`src/cam_pkg.sv`:
```
// ----------------------------------------------------------------------------
// Cartridge address mapper package
// Shared item types, configuration codes and the bank slot helper.
// ----------------------------------------------------------------------------
package cam_pkg;

    localparam int unsigned ADDR_W     = 24;
    localparam int unsigned HDR_W      = 15;
    localparam int unsigned BANK_W     = 3;
    localparam int unsigned NUM_SLOTS  = 8;
    localparam int unsigned SLOTS_W    = BANK_W * NUM_SLOTS;
    localparam int unsigned CFG_IDX_W  = 2;
    localparam int unsigned CFG_DATA_W = 24;

    localparam logic [SLOTS_W-1:0] BANK_SLOTS_RESET = 24'hFAC688;

    localparam logic [CFG_IDX_W-1:0] REG_MAP_MODE     = 2'd0;
    localparam logic [CFG_IDX_W-1:0] REG_HEADER_BYTES = 2'd1;
    localparam logic [CFG_IDX_W-1:0] REG_BANK_SLOTS   = 2'd2;

    localparam logic OP_FILE_TO_BUS = 1'b0;
    localparam logic OP_BUS_TO_FILE = 1'b1;

    typedef enum logic [1:0] {
        MODE_LOROM       = 2'd0,
        MODE_SA1_BANKED  = 2'd1,
        MODE_SA1_FULL    = 2'd2,
        MODE_UNSUPPORTED = 2'd3
    } map_mode_t;

    typedef struct packed {
        logic              operation;
        logic [ADDR_W-1:0] address;
    } cam_in_t;

    typedef struct packed {
        logic [ADDR_W-1:0] mapped_address;
        logic              valid_res;
    } cam_out_t;

    typedef struct packed {
        map_mode_t          map_mode;
        logic [HDR_W-1:0]   header_bytes;
        logic [SLOTS_W-1:0] bank_slots;
    } cam_cfg_t;

    function automatic logic [BANK_W-1:0] slot_bank(
        input logic [SLOTS_W-1:0] slots,
        input logic [BANK_W-1:0]  idx
    );
        int unsigned base;
        base = int'(idx) * BANK_W;
        return slots[base +: BANK_W];
    endfunction

endpackage

```
`src/cam_translate.sv`:
```
// ----------------------------------------------------------------------------
// Cartridge address mapper translation
// File offset to bus address and bus address to file offset, one item.
// ----------------------------------------------------------------------------
module cam_translate (
    input  cam_pkg::cam_cfg_t cfg,
    input  cam_pkg::cam_in_t  item_in,
    output cam_pkg::cam_out_t item_out
);

    logic [cam_pkg::ADDR_W-1:0] addr;
    logic [cam_pkg::ADDR_W-1:0] hdr;
    logic [cam_pkg::ADDR_W-1:0] fwd_base;
    logic                       in_header;
    logic                       slot_hit;
    logic [cam_pkg::BANK_W-1:0] slot_idx;
    logic [cam_pkg::ADDR_W-1:0] fwd_res;
    logic                       fwd_ok;
    logic [cam_pkg::ADDR_W-1:0] rev_off;
    logic                       rev_ok;
    logic [cam_pkg::BANK_W-1:0] lo_bank;
    logic [cam_pkg::BANK_W-1:0] hi_bank;

    assign addr      = item_in.address;
    assign hdr       = {{(cam_pkg::ADDR_W - cam_pkg::HDR_W){1'b0}}, cfg.header_bytes};
    assign in_header = addr < hdr;
    assign fwd_base  = addr - hdr;

    // first slot holding the offset's megabyte
    always_comb begin
        slot_hit = 1'b0;
        slot_idx = '0;
        for (int i = cam_pkg::NUM_SLOTS - 1; i >= 0; i--) begin
            if (cam_pkg::slot_bank(cfg.bank_slots, cam_pkg::BANK_W'(i)) == fwd_base[22:20]) begin
                slot_hit = 1'b1;
                slot_idx = cam_pkg::BANK_W'(i);
            end
        end
    end

    always_comb begin
        fwd_res = '0;
        fwd_ok  = 1'b0;
        case (cfg.map_mode)
            cam_pkg::MODE_LOROM: begin
                fwd_res = {1'b0, fwd_base[21:15], 1'b1, fwd_base[14:0]};
                fwd_ok  = 1'b1;
            end
            cam_pkg::MODE_SA1_BANKED: begin
                fwd_res = {slot_idx, fwd_base[19:15], 1'b1, fwd_base[14:0]};
                fwd_ok  = slot_hit;
            end
            cam_pkg::MODE_SA1_FULL: begin
                if (fwd_base[22]) begin
                    fwd_res = {2'b11, fwd_base[21:0]};
                end else begin
                    fwd_res = {fwd_base[21], 1'b0, fwd_base[20:15], 1'b1, fwd_base[14:0]};
                end
                fwd_ok = 1'b1;
            end
            default: begin
                fwd_res = '0;
                fwd_ok  = 1'b0;
            end
        endcase
        if (in_header) begin
            fwd_ok = 1'b0;
        end
    end

    assign lo_bank = cam_pkg::slot_bank(cfg.bank_slots, addr[23:21]);
    assign hi_bank = cam_pkg::slot_bank(cfg.bank_slots, {addr[21], 1'b0, addr[20]});

    always_comb begin
        rev_off = '0;
        rev_ok  = 1'b0;
        case (cfg.map_mode)
            cam_pkg::MODE_LOROM: begin
                rev_off = {2'b00, addr[22:16], addr[14:0]};
                rev_ok  = !((addr[23:17] == 7'h3F) ||
                            (!addr[22] && !addr[15]) ||
                            (addr[22:20] == 3'b111 && !addr[15]));
            end
            cam_pkg::MODE_SA1_BANKED: begin
                if (!addr[22] && addr[15]) begin
                    rev_off = {1'b0, lo_bank, addr[20:16], addr[14:0]};
                    rev_ok  = 1'b1;
                end else if (addr[23:22] == 2'b11) begin
                    rev_off = {1'b0, hi_bank, addr[19:0]};
                    rev_ok  = 1'b1;
                end
            end
            cam_pkg::MODE_SA1_FULL: begin
                if (addr[23:22] == 2'b11) begin
                    rev_off = {2'b01, addr[21:0]};
                    rev_ok  = 1'b1;
                end else if (!addr[22] && addr[15]) begin
                    rev_off = {2'b00, addr[23], addr[21:16], addr[14:0]};
                    rev_ok  = 1'b1;
                end
            end
            default: begin
                rev_off = '0;
                rev_ok  = 1'b0;
            end
        endcase
    end

    always_comb begin
        item_out = '0;
        if (item_in.operation == cam_pkg::OP_FILE_TO_BUS) begin
            if (fwd_ok) begin
                item_out.mapped_address = fwd_res;
                item_out.valid_res      = 1'b1;
            end
        end else begin
            if (rev_ok) begin
                item_out.mapped_address = rev_off + hdr;
                item_out.valid_res      = 1'b1;
            end
        end
    end

endmodule

```
`src/cartridge_address_mapper_top.sv`:
```
// ----------------------------------------------------------------------------
// Cartridge address mapper
// Translates between cartridge image offsets and 24-bit console bus addresses.
// ----------------------------------------------------------------------------
// Usage:
//   s_ channel: one item per translation (operation, address), valid/ready.
//   m_ channel: one result item per input item (mapped_address, valid_res),
//   valid/ready, in input order. valid_res low means unmapped or an
//   unsupported mode; mapped_address is then zero.
//   Configuration: cfg_write with cfg_index selects map mode, header size or
//   the bank slot word; write only while no item is in flight.
// Timing:
//   The input register loads on the input accept edge and the result register
//   takes the translated item from it when the result is free or leaving.
//   One item per cycle sustained while m_ready is high: the translation is a
//   single pass of masking, one subtract or add and an eight-way slot compare.
// Reset:
//   aresetn low empties both stages and restores LoROM, no header and slot i
//   holding bank i.
// Stall:
//   While m_ready is low the result holds; one further item is taken into
//   the input register, after which s_ready drops until the result leaves.
// ----------------------------------------------------------------------------
module cartridge_address_mapper_top (
    input  logic                           aclk,
    input  logic                           aresetn,
    input  logic                           s_valid,
    output logic                           s_ready,
    input  cam_pkg::cam_in_t               s_item,
    output logic                           m_valid,
    input  logic                           m_ready,
    output cam_pkg::cam_out_t              m_item,
    input  logic                           cfg_write,
    input  logic [cam_pkg::CFG_IDX_W-1:0]  cfg_index,
    input  logic [cam_pkg::CFG_DATA_W-1:0] cfg_data
);

    cam_pkg::cam_cfg_t  cfg_reg,      cfg_next;
    logic               in_vld_reg,   in_vld_next;
    cam_pkg::cam_in_t   in_item_reg,  in_item_next;
    logic               out_vld_reg,  out_vld_next;
    cam_pkg::cam_out_t  out_item_reg, out_item_next;
    cam_pkg::cam_out_t  xlat_item;
    logic               out_take;

    cam_translate u_translate (
        .cfg      (cfg_reg),
        .item_in  (in_item_reg),
        .item_out (xlat_item)
    );

    assign out_take = !out_vld_reg || m_ready;
    assign s_ready  = !in_vld_reg || out_take;
    assign m_valid  = out_vld_reg;
    assign m_item   = out_item_reg;

    always_comb begin
        cfg_next = cfg_reg;
        if (cfg_write) begin
            unique case (cfg_index)
                cam_pkg::REG_MAP_MODE:
                    cfg_next.map_mode = cam_pkg::map_mode_t'(cfg_data[1:0]);
                cam_pkg::REG_HEADER_BYTES:
                    cfg_next.header_bytes = cfg_data[cam_pkg::HDR_W-1:0];
                cam_pkg::REG_BANK_SLOTS:
                    cfg_next.bank_slots = cfg_data[cam_pkg::SLOTS_W-1:0];
                default: cfg_next = cfg_reg;
            endcase
        end
    end

    always_comb begin
        in_vld_next   = in_vld_reg;
        in_item_next  = in_item_reg;
        out_vld_next  = out_vld_reg;
        out_item_next = out_item_reg;
        if (s_ready) begin
            in_vld_next  = s_valid;
            in_item_next = s_item;
        end
        if (out_take) begin
            out_vld_next  = in_vld_reg;
            out_item_next = xlat_item;
        end
    end

    always_ff @(posedge aclk) begin
        if (!aresetn) begin
            cfg_reg.map_mode     <= cam_pkg::MODE_LOROM;
            cfg_reg.header_bytes <= '0;
            cfg_reg.bank_slots   <= cam_pkg::BANK_SLOTS_RESET;
            in_vld_reg           <= 1'b0;
            out_vld_reg          <= 1'b0;
        end else begin
            cfg_reg     <= cfg_next;
            in_vld_reg  <= in_vld_next;
            out_vld_reg <= out_vld_next;
        end
    end

    always_ff @(posedge aclk) begin
        in_item_reg  <= in_item_next;
        out_item_reg <= out_item_next;
    end

`ifndef SYNTHESIS
    a_invalid_zero: assert property (@(posedge aclk) disable iff (!aresetn)
        m_valid && !m_item.valid_res |-> m_item.mapped_address == '0)
        else $error("invalid result carries a non-zero address");

    a_in_hold: assert property (@(posedge aclk) disable iff (!aresetn)
        in_vld_reg && !out_take |=> in_vld_reg && $stable(in_item_reg))
        else $error("stalled input item lost or changed");

    a_advance: assert property (@(posedge aclk) disable iff (!aresetn)
        in_vld_reg && out_take |=> m_valid)
        else $error("item did not reach the result register");

    a_full_stall: assert property (@(posedge aclk) disable iff (!aresetn)
        in_vld_reg && out_vld_reg && !m_ready |-> !s_ready)
        else $error("input accepted with both stages full");
`endif

endmodule

```
`config.mk`:
```
export PLATFORM = sky130hd
export DESIGN_NAME = cartridge_address_mapper_top
export DESIGN_NICKNAME = d
export VERILOG_FILES = /design/src/cam_pkg.sv /design/src/cam_translate.sv /design/src/cartridge_address_mapper_top.sv
export SDC_FILE = /design/constraint.sdc
export NUM_CORES = 1
export LEC_CHECK = 0
export BUFFER_PORTS_ARGS = -buffer_cell sky130_fd_sc_hd__buf_2
export CORE_UTILIZATION = 51
export DETAILED_ROUTE_END_ITERATION = 10
export PLACE_DENSITY = 0.79
export SLEW_MARGIN = 15
export SYNTH_ARGS = -nofsm -noshare
export SYNTH_HDL_FRONTEND = slang
export SYNTH_SLANG_ARGS = --single-unit
export TNS_END_PERCENT = 20
```
`constraint.sdc`:
```
create_clock -name aclk -period 10.99 [get_ports aclk]
set_input_delay 1.099 -clock aclk [delete_from_list [all_inputs] [get_ports aclk]]
set_output_delay 1.099 -clock aclk [all_outputs]
set_load 0.02 [all_outputs]
```
Yosys cells after proc, flatten, opt, wreduce, memory -nomap -nowiden
Index checks and enable logic that the tools add are counted.

$add $sub $neg: 2. Multipliers: 2. Order comparisons: 1. Equal/unequal tests: 15. Shifts and indexed selects: 2. Muxes and demuxes: 33. Reduce and logical (&&, ||, !) cells: 18.

Operators with widths (number): $pmux W24 S3 (2); $mux W25 (3); $mux W24 (3); $shiftx A24 B6 Y3 (2); $add A24 B15 Y24 (1); $eq A3 B3 Y1 (8); $lt A24 B15 Y1 (1); $mux W3 (8); $mux W23 (1); $sub A23 B15 Y23 (1); $mux W22 (1); $mux W1 (13); $mul A3 B2 Y5 const B (2); $eq A7 B6 Y1 const B (1); $eq A2 B2 Y1 const B (3); $reduce_and A2 Y1 (3); $logic_not A1 Y1 (5); $eq A2 B1 Y1 const B (2); $logic_not A2 Y1 (2); $logic_or A1 B1 Y1 (4); $eq A3 B3 Y1 const B (1); $logic_and A1 B1 Y1 (3); $pmux W1 S3 (1); $pmux W1 S2 (1); $reduce_or A2 Y1 (1).

Register bits: 93.

Longest topological paths before layout
Depth after elaboration: 14. Depth in mapped cells: 18. Gate-level depth less buffers: 17.

Cells and area by module
From an unflattened synthesis, not the netlist that was laid out.

Cell total of the unflattened synthesis: 669. Area total of the unflattened synthesis: 6396.1 µm².

Modules (own cells, without submodules): cartridge_address_mapper_top (times used 1, cells an instance 228, area each 3213.1 µm², sequential area each 2362.3 µm²); cam_translate (times used 1, cells an instance 441, area each 3183.1 µm², sequential area each 0.0 µm²).

Worst setup path before layout
Ideal clock, no wire load.

Path type: reg2reg. Start: reg in_item_reg[0] (netlist bit). End: reg out_item_reg, in the netlist m_item[23], data pin. Setup time: 0.280 ns. Arrival: 3.569 ns. Required time: 10.710 ns. Path slack: 7.142 ns. Cell stages (with the launch flop): 16. Path buffers: 1. Period minus slack after synthesis: 3.848 ns. Cell sequence: edfxtp_1 inv_1 ha_1 inv_1 fa_1 a211oi_1 o211ai_1 a32o_1 a21oi_1 xnor2_1 xnor2_1 nor3_1 a211o_1 o31ai_4 buf_6 o22ai_1.

RTL lines: start: declaration (RTL line cartridge_address_mapper_top.sv:40) `cam_pkg::cam_in_t in_item_reg, in_item_next;`; start signal: assignment (RTL line cartridge_address_mapper_top.sv:102) `in_item_reg <= in_item_next;`; end signal: assignment (RTL line cartridge_address_mapper_top.sv:103) `out_item_reg <= out_item_next;`; end: declaration (RTL line cartridge_address_mapper_top.sv:42) `cam_pkg::cam_out_t out_item_reg, out_item_next;`.

==> results.md <==
* Status: complete, no violations
* Layout cell share with drive strength beyond 1 at 17.1%
* Fmax at 196 MHz
* Synth Area in XOR/XNOR at 9.61%
* Syn-to-layout area delta at 12.5%
* PD cells at 134 nW/um2
* Layout Utilization at 59.0%
* VDD IR max at 0.0803 mV
* Largest net degree at the start of global routing at 44
* Dominant cell type by area after synthesis: edfxtp_1
* Clk buf depth at 2
* Met1 Usage GRT at 33.8%
* Hold Crit Class: reg2reg
* Arrival @ worst endpoint at 5.15 ns
* CTS tree: done
* Die X at 113 um
* Synth async-reset ratio at 0%
* Syn_area_per_cell at 9.47 um2
* Placed Area at 6810 um2
* Share of the synthesized area in the top cell type at 23.7%
* Site Rows at 40
* Synth warn at 0
* Setup TNS at 0 ns
* Via density at 5.96
* Clk_lat worst skew at 0.36 ns
* Vias in the first global route at 5027
* Core area at 12100 um2
* CTS Sinks at 93
* Die area at 12900 um2
* Grt met3 use at 4.94%
* Worst-path clk slew at 0.07 ns
* Pre-Repair DR Iteration Count at 5
* H-tree levels at 3
* Global-route wire length before repair at 25500 um
* Post-Synthesis Cells at 668
* Final Max Tran Viols at 0
* Register area share after synthesis at 37.3%
* Synth cell count leaders: 95 x nand2_1, 50 x edfxtp_1, 43 x dfxtp_1, 34 x ha_1, 32 x inv_1
* Antenna viol nets, final at 0
* Post-synthesis adder-cell area fraction at 7.35%
* Final setup violation count at 0
* Required time worst endpoint at 11.04 ns
* Final Skew at 0.00710 ns
* Hold Violations, Final at 0
* Critical path capture point type: flip-flop
* WL/cell at 17.8 um
* ANT cells at 0
* Worst Setup SP: in_item_reg[0]$_DFFE_PP_
* Top FF cell, synth: edfxtp_1
* GRT met2 Usage at 42.0%
* Die Y at 113 um
* Layout fillers at 1036
* Hold path start: cfg_reg[10]$_SDFFE_PN1P_
* Critical-path top delay cell: o31ai_4
* Reg-to-reg startpoint: in_item_reg[0]$_DFFE_PP_
* CP cell instances: inv_1 -> ha_1 -> inv_1 -> fa_1 -> a211oi_1 -> o211ai_1 -> a32o_1 -> a21oi_1 -> xnor2_1 -> xnor2_1 -> and3_1 -> a211o_1 -> o31ai_4 -> buf_8 -> o32ai_1
* Total gr overflow at 0
* Mux share of post-synthesis cell area at 2.49%
* Top cells by area, synth: edfxtp_1 24%, dfxtp_1 14%, ha_1 6.7%, nand2_1 5.6%, xnor2_1 3.7%
* DR vias at 5388
* Max-Cap Viols at 0
* Syn Nets at 760
* Initial antenna violation count at 0
* Initial DRC count at 546
* RSZ-0062 raised after global routing: false
* Layout Nets at 823
* # resized after CTS at 0
* Cell Area, Synth at 6330 um2
* # Post-CTS Setup Buffers at 0
* Largest register FFs at 41
* Relative slew slack at 19.3%
* Critical path peak fanout at 14
* Critical path startpoint category: flip-flop
* Slew @ Worst Pin at 1.20 ns
* Aggregate routed wire length at 16100 um
* PortBufs at 82
* Complex-gate fraction of the synthesized area at 21.1%
* Post-DP HPWL at 12200 um
* EDFF count, synth at 50
* CP peak stage delay at 0.65 ns
* Tcrit/Tclk final at 46.4%
* GRT Total Usage at 25.8%
* Fin crit period at 5.10 ns
* Leakage power at 2.95 nW
* # DRC at 0
* Top Ports at 83
* Hold_buf cts at 0
* Clock root cell: clkbuf_16
* GRT busiest layer: met2
* CTS Buf Count at 9
* Count leader, synth: nand2_1
* Netlist cell types at 68
* Critical path class: reg2reg
* Initial Util at 52.5%
* Simple logic cell fraction of the synthesized area at 17.8%
* Final instance area at 7120 um2
* Routability congestion estimate at 0.916
* Largest family of logic cells by synthesized area: compound AO/OA/AOI/OAI gates
* Seq cells post-synth at 93
where the power goes:
group	internal, mW	leakage, nW	switching (mW)
sequential	0.398	0.892	0.0193
clock	0.177	0.150	0.139
combinational	0.0911	1.91	0.127
layout by cell type (no fill, tap or decap), types with 6 or more instances in the layout:
cell	count
a211oi_1	6
a21boi_0	28
a21o_1	10
a21oi_1	25
a22o_1	8
a22oi_1	12
and2_1	21
buf_2	82
clkbuf_16	9
dfxtp_1	43
edfxtp_1	50
ha_1	34
inv_1	32
mux4_2	6
nand2_1	95
nand2b_1	7
nand3_1	18
nand3b_1	7
nor2_1	27
nor2b_1	9
nor3_1	14
o211ai_1	11
o21a_1	7
o21ai_0	15
o22ai_1	17
o31ai_1	6
xnor2_1	27
xor2_1	21
cell families after synthesis:
logic type      count (synthesis)
compound gates                182
xor+xnor                       56
fa+ha+maj                      36
buf+inv                        65
flops                          93
mux                             8
simple gates                  228
layout make-up:
type	count	area, um2	area share, %
Multi-Input combinational cell	510	3690	51.8
Sequential cell	93	2360	33.2
Timing Repair Buffer	85	440	6.18
Clock buffer	9	225	3.16
Tap cell	168	210	2.95
Inverter	32	120	1.69
Clock inverter	7	72.6	1.02
per-layer routing:
layer	part of all wire, %	up-vias	routed length (um)
li1	-	2558	-
met1	42	2520	6820
met2	47	267	7560
met3	7.9	43	1260
met4	2.6	0	410
met5	0	-	0
final timing paths:
kind | end | slack, ns | cells after the start
min | cfg_reg[10]$_SDFFE_PN1P_ | 0.47 | 2
max reg2reg | m_item[15]$_DFFE_PP_ | 5.89 | 15
max | m_item[15]$_DFFE_PP_ | 5.89 | 15
min reg2reg | cfg_reg[10]$_SDFFE_PN1P_ | 0.47 | 2
critical path, delay by kind of cell, from the launching register on:
family / cells / cell delay, ns
flip-flops: 1 / 0.41
XOR/XNOR: 2 / 0.75
AO/OA/AOI/OAI: 7 / 2.45
buffers and inverters: 3 / 0.37
adder cells (fa/ha/maj): 2 / 0.58
AND/OR/NAND/NOR: 1 / 0.22
metrics by stage:
step	power (mW)	hold WS, ns	setup slack [ns]	std cells
floorplan	0.577	0.442	7.14	668
global placement	0.632	0.459	5.84	887
detailed placement	0.638	0.467	5.73	887
CTS	0.953	0.479	5.71	903
global route	0.990	0.506	5.54	904
finish	0.951	0.475	5.89	904
Note: power is estimated with default switching activity, not from simulation.
